$ cat src/rtl/fpa_pkg.sv
// ----------------------------------------------------------------------------
// fpa_pkg: shared types and constants of the fixed-point ALU
// Holds the command codes, the fixed-point format and the divider cell record.
// ----------------------------------------------------------------------------
package fpa_pkg;

  // Fixed-point format
  localparam int FRAC_BITS = 14;
  localparam int WORD_W    = 32;
  localparam int DIV_W     = WORD_W + FRAC_BITS;  // dividend / quotient width
  localparam int CMD_W     = 4;

  // Command codes
  localparam logic [CMD_W-1:0] CMD_INT_TO_FIX = 4'd0;
  localparam logic [CMD_W-1:0] CMD_TRUNC      = 4'd1;
  localparam logic [CMD_W-1:0] CMD_ROUND      = 4'd2;
  localparam logic [CMD_W-1:0] CMD_ADD        = 4'd3;
  localparam logic [CMD_W-1:0] CMD_SUB        = 4'd4;
  localparam logic [CMD_W-1:0] CMD_ADD_INT    = 4'd5;
  localparam logic [CMD_W-1:0] CMD_SUB_INT    = 4'd6;
  localparam logic [CMD_W-1:0] CMD_MUL        = 4'd7;
  localparam logic [CMD_W-1:0] CMD_MUL_INT    = 4'd8;
  localparam logic [CMD_W-1:0] CMD_DIV        = 4'd9;
  localparam logic [CMD_W-1:0] CMD_DIV_INT    = 4'd10;

  // Record handed from one divider cell to the next
  typedef struct packed {
    logic              valid;
    logic              div;    // result comes from the quotient
    logic              neg;    // quotient is negated at the end
    logic              dz;     // zero divisor seen
    logic [WORD_W-1:0] side;   // result of every non-divide command
    logic [WORD_W-1:0] den;    // divisor magnitude
    logic [WORD_W-1:0] rem;    // partial remainder
    logic [DIV_W-1:0]  dq;     // dividend bits out the top, quotient bits in
  } cell_t;

endpackage

$ cat src/rtl/fpa_cell.sv
// ----------------------------------------------------------------------------
// fpa_cell: one restoring-division cell
// Retires one quotient bit and passes the record on to the next cell.
// ----------------------------------------------------------------------------
module fpa_cell (
  input  logic           clk,
  input  logic           rst,
  input  logic           en,
  input  fpa_pkg::cell_t din,
  output fpa_pkg::cell_t dout
);
  import fpa_pkg::*;

  logic [WORD_W+1:0] trial;
  logic [WORD_W-1:0] rem_next;
  logic              qbit;

  // Shift in the next dividend bit and try the subtraction
  always_comb begin
    trial = {1'b0, din.rem, din.dq[DIV_W-1]} - {2'b00, din.den};
    qbit  = ~trial[WORD_W+1];
    if (qbit) begin
      rem_next = trial[WORD_W-1:0];
    end else begin
      rem_next = {din.rem[WORD_W-2:0], din.dq[DIV_W-1]};
    end
  end

  // Advance the record
  always_ff @(posedge clk) begin
    if (rst) begin
      dout.valid <= 1'b0;
    end else if (en) begin
      dout.valid <= din.valid;
    end
    if (en) begin
      dout.div  <= din.div;
      dout.neg  <= din.neg;
      dout.dz   <= din.dz;
      dout.side <= din.side;
      dout.den  <= din.den;
      dout.rem  <= rem_next;
      dout.dq   <= {din.dq[DIV_W-2:0], qbit};
    end
  end

endmodule

$ cat config.mk
export PLATFORM = sky130hd
export DESIGN_NAME = fpa_cell
export DESIGN_NICKNAME = d
export VERILOG_FILES = /design/src/rtl/fpa_pkg.sv /design/src/rtl/fpa_cell.sv
export SDC_FILE = /design/constraint.sdc
export NUM_CORES = 1
export LEC_CHECK = 0
export BUFFER_PORTS_ARGS = -buffer_cell sky130_fd_sc_hd__buf_4
export CAP_MARGIN = 0
export CELL_PAD_IN_SITES_DETAIL_PLACEMENT = 2
export CELL_PAD_IN_SITES_GLOBAL_PLACEMENT = 2
export CORE_ASPECT_RATIO = 0.9
export CORE_MARGIN = 4
export CORE_UTILIZATION = 30
export CTS_CLUSTER_DIAMETER = 50
export DETAILED_ROUTE_END_ITERATION = 6
export GPL_TIMING_DRIVEN = 0
export PLACE_DENSITY = 0.92
export SYNTH_ARGS = -nofsm -noshare
export SYNTH_HDL_FRONTEND = slang
export SYNTH_SLANG_ARGS = --single-unit
$ cat constraint.sdc
create_clock -name clk -period 4.19 [get_ports clk]
set_input_delay 0.838 -clock clk [delete_from_list [all_inputs] [get_ports clk]]
set_output_delay 0.838 -clock clk [all_outputs]
set_load 0.005 [all_outputs]
### Word-level counts from Yosys, hierarchy flattened

Cells that the tools add are included.

* register bits: 146
* bits of input ports: 149

* $add $sub $neg: 1
* multiplexer cells: 1
* bitwise logic cells: 1

Operators by type and width (number)
* 33-bit by 32-bit subtractor with 34-bit output: 1
* 32-bit 2-to-1 mux: 1
* 1-bit NOT: 1

### Depth between registers and ports, before layout

* depth after elaboration: 2
* mapped depth: 12
* depth with buffers taken out: 12

### Worst setup path before layout

OpenSTA, ideal clock, no wires.

* path type: input-to-reg
* from: in din[45] in the netlist's numbering
* to: reg dout[72] in the netlist's numbering (data pin)
* arrival: 3.251 ns
* setup time: 0.260 ns
* buffers on the path: 0
* setup slack: 0.679 ns
* cell stages on the path: 12
* cell sequence: inv_1 -> ha_1 -> inv_1 -> fa_1 -> a211oi_1 -> o211a_1 -> o31ai_2 -> a221o_1 -> a2111oi_4 -> o21bai_2 -> xor2_1 -> mux2_4

* longest elaborated chain between the ends: 2

RTL lines
* start, declared: RTL line fpa_cell.sv:9 `input fpa_pkg::cell_t din,`
* 33-bit by 32-bit subtractor with 34-bit output: RTL line fpa_cell.sv:20 `trial = {1'b0, din.rem, din.dq[DIV_W-1]} - {2'b00, din.den};`
* 32-bit 2-to-1 mux: RTL line fpa_cell.sv:22 `if (qbit) begin`
* via rem_next[26]: RTL line fpa_cell.sv:15 `logic [WORD_W-1:0] rem_next;`
* end, declared: RTL line fpa_cell.sv:10 `output fpa_pkg::cell_t dout`

The timed path passes the listed nets, and every way through them passes these cells.
A chain may end at the register's enable or synchronous reset.

### Worst setup path in the final report

* from: in din[45] in the netlist's numbering
* to: reg dout[74] in the netlist's numbering (data pin)

The elaborated chain is that of the path after synthesis.

==> run summary <==
================================================================================
Placement-stage cell area                                              9300 um^2
Total power density per cell area                                   418.4 nW/um^2
Tmin final                                                              3.704 ns
Final clock period utilization by the worst path                          0.8840
Maximum number of pins on one net before global-route repair                  95
Routed WL                                                               26.61 mm
Average instance area after synthesis                                 14.34 um^2
Dominant combinational cell family by area after synthesis          compound AO/OA/AOI/OAI gates
Compound-cell area share of the yosys netlist                             0.1065
Count of non-filler cells in the finished layout                            1085
Sum of overflow across all layers after global routing                         0
Detailed-route via count                                                    5205
Number of global-route vias before repair                                   5672
Kind of end point of the critical path                                      flop
Total power of the final layout                                         4.121 mW
Worst path required time                                                 4.35 ns
Fraction of power spent switching nets                                    0.2771
Number of buffers added on ports                                             294
Worst setup margin                                                     0.4859 ns
Leading post-synthesis cells by cell area                           sky130_fd_sc_hd__edfxtp_1, sky130_fd_sc_hd__ha_1, sky130_fd_sc_hd__mux2_1
Vertical die dimension                                                  149.8 um
Setup repair after global routing missed its margin                           no
First-pass GRT wire length                                              36.90 mm
Total routing resource utilization after global routing                   0.2049
Total negative slack for setup checks                                       0 ns
Asr flop ratio synth                                                           0
Die outline area                                                      24780 um^2
Mapped Nets                                                                  649
Area overhead of the layout relative to synthesis                         47.06%
Final net count                                                              963
TritonCTS Buffers                                                             17
FF-to-FF Start                                                      dout[145]$_SDFFE_PP0P_
Cell with the most instances after synthesis                        sky130_fd_sc_hd__edfxtp_1
Instance count along the most critical hold path                               2
Flip-flop and latch count after synthesis                                    146
Number of cell instances on the worst register-to-register path                2
FILL cells                                                                  2166
Multiplexer share of the synthesized area                                0.05511
Transition time of the tightest slew-check pin                         0.5710 ns
Antenna violations before repair                                               1
Largest reg by FF count                                                     dout
Fraction of synthesized cell area taken by the top area cell type         0.6501
Regs by FF count                                                       dout x146
Cell count after placement                                                  1053
Worst-case clock skew                                                       0 ns
Placer's final routability congestion estimate                            0.7677
Endpoints failing setup                                                        0
Area of the core region                                               21820 um^2
Setup fix buffers added after clock tree synthesis                             0
Clock network latency to the later pin of the worst-skew pair            0.42 ns
Class of the tightest hold or removal check                            in -> reg
Worst Min Path Start                                                         rst
Yosys warnings                                                                 0
CP Data Arrival Time                                                     3.87 ns
Max FFs per register                                                         146
Clock transition at path regs                                            0.06 ns
CTS tree                                                                   built
Final ANT Viol Nets                                                            0
Area fraction in and, or, nand and nor cells after synthesis             0.06165
Die extent in x                                                         165.5 um
Proportion of synthesized chip area in sequential cells                   0.6531
Internal power                                                          2.979 mW
Number of max-slew violations in the final report                              0
Logic gate share of total power                                            0.200
Maximum clock frequency                                                270.0 MHz
Synth Cell Area                                                        6698 um^2
Setup slack of the worst register-to-register path                       3.49 ns
Headroom to the max-slew limit                                            0.6161
Maximum clock insertion buffer count                                           2
Proportion of layout cells with a drive suffix above 1                    0.4325
Clock root buffer                                                   sky130_fd_sc_hd__clkbuf_16
I/O pin count                                                                295
Largest area contributor in the synthesized netlist                 sky130_fd_sc_hd__edfxtp_1
Clock network fraction of total power                                      0.355
Via density per instance                                                   4.797
Category of the worst setup path launch point                       primary input
Average detailed-routed wire length per instance                        24.53 um
Post-Layout Inst Area                                                  9849 um^2
Critical R2R Capture                                                dout[145]$_SDFFE_PP0P_
Worst hold path endpoint                                            dout[145]$_SDFFE_PP0P_
Hold Violations, Final                                                         0
DPL Wire Length                                                         20.74 mm
Number of levels in the clock H-tree                                           4
Initial cell density of the core                                          0.3069
CP max FO                                                                      4
Psw                                                                     1.142 mW
Count of mapped cells out of synthesis                                       467
Count of unique library cells instantiated by Yosys                           59
Kind of critical path                                                  in -> reg
Clock Sinks                                                                  146
Xor and xnor fraction of the mapped netlist area                         0.03138
Adder and majority cell fraction of the synthesized area                 0.06277
Count of flip-flops with a built-in enable after synthesis                   145
Ranking of synthesized cells by instance count                      sky130_fd_sc_hd__edfxtp_1, sky130_fd_sc_hd__inv_1, sky130_fd_sc_hd__ha_1
Main flop type after synthesis                                      sky130_fd_sc_hd__edfxtp_1
Hold slack final                                                       0.5748 ns
Iter 0 DRT Violations                                                        266
Leakage                                                                 4.255 nW
# rows                                                                        51
Number of violations of the max-capacitance limit                              0
Post-route DRC violation count                                                 0
Number of hold buffers added after cts                                         0
Sequential fraction of design power                                        0.445
Fraction of the core area covered by cells at the end of the flow         0.4513
Placement-stage worst setup slack                                     0.04036 ns
Run status                                                          complete, no violations
Max rail drop VDD                                                    0.0002027 V
Post-cts resize count                                                          0
First-pass iteration count of the detailed router                              4
================================================================================
## cells by family after synthesis
family	count (synthesis)
mux	33
fa+ha+maj	33
xor+xnor	24
flops	146
simple gates	85
buf+inv	47
compound gates	99
## final cells by class
type                       count  area [um^2]  area share
sequential                   146         4374      0.4441
timing repair buffer         295         2238      0.2273
multi-input combinational    274         2126      0.2158
antenna                        1        2.502   0.0002541
clock buffer                  17        425.4     0.04319
buffer                         7        47.55    0.004827
inverter                      40        150.1     0.01524
clock inverter                14        121.4     0.01232
tap                          291        364.1     0.03697
## layout by cell type, fill, tap and decap left out, drive strengths merged, types with 3 or more instances in the layout
cell type,Yosys,final
xnor2,15,15
clkbuf,2,19
o21a,4,4
a21boi,4,4
o211ai,4,4
nor2b,4,4
nand2,26,26
mux2i,5,5
edfxtp,145,145
nand2b,3,3
o21ai,15,15
inv,40,48
and2,4,4
a31oi,5,5
buf,5,300
nand3,5,5
a21oi,28,28
ha,32,32
nand4,3,3
nor3,7,7
clkinvlp,0,4
xor2,9,9
a21o,9,9
a211oi,4,4
o21bai,6,6
mux2,28,28
o31ai,6,6
and3,10,10
nor2,16,16
## how the worst max path moves through the flow
stage / startpoint / end / slack (ns) / depth (start not counted)
2_1_floorplan: din[45] / dout[72]$_DFFE_PP_ / 0.68 / 12
3_3_place_gp: din[45] / dout[72]$_DFFE_PP_ / 0.10 / 13
3_5_place_dp: din[45] / dout[72]$_DFFE_PP_ / 0.04 / 13
4_1_cts: din[45] / dout[72]$_DFFE_PP_ / 0.49 / 13
5_1_grt: din[45] / dout[74]$_DFFE_PP_ / 0.38 / 13
6_report: din[45] / dout[74]$_DFFE_PP_ / 0.49 / 13
## power by group through the flow
stage	logic, mW	registers, mW	clock network [mW]
final	0.824	1.84	1.46
after detailed placement	0.833	1.86	0
after CTS	0.843	1.84	1.49
after global placement	0.786	1.85	0
after global routing	0.893	1.85	1.55
after floorplan	0.313	1.87	0
## critical path: stages
cell	delay, ns
sky130_fd_sc_hd__buf_4	0.10
sky130_fd_sc_hd__inv_1	0.13
sky130_fd_sc_hd__ha_1	0.19
sky130_fd_sc_hd__inv_1	0.06
sky130_fd_sc_hd__fa_1	0.42
sky130_fd_sc_hd__a211oi_1	0.35
sky130_fd_sc_hd__o211a_1	0.27
sky130_fd_sc_hd__o31ai_2	0.11
sky130_fd_sc_hd__o41a_1	0.49
sky130_fd_sc_hd__a41oi_2	0.36
sky130_fd_sc_hd__o21ai_1	0.10
sky130_fd_sc_hd__a21boi_1	0.14
sky130_fd_sc_hd__mux2_1	0.30
## per-layer routing
layer	GRT usage	part of all wire
met1	0.1964	0.34
met2	0.3937	0.55
met3	0.07822	0.089
met4	0.07423	0.024
met5	0	0
Power figures use the tool's default switching activity.
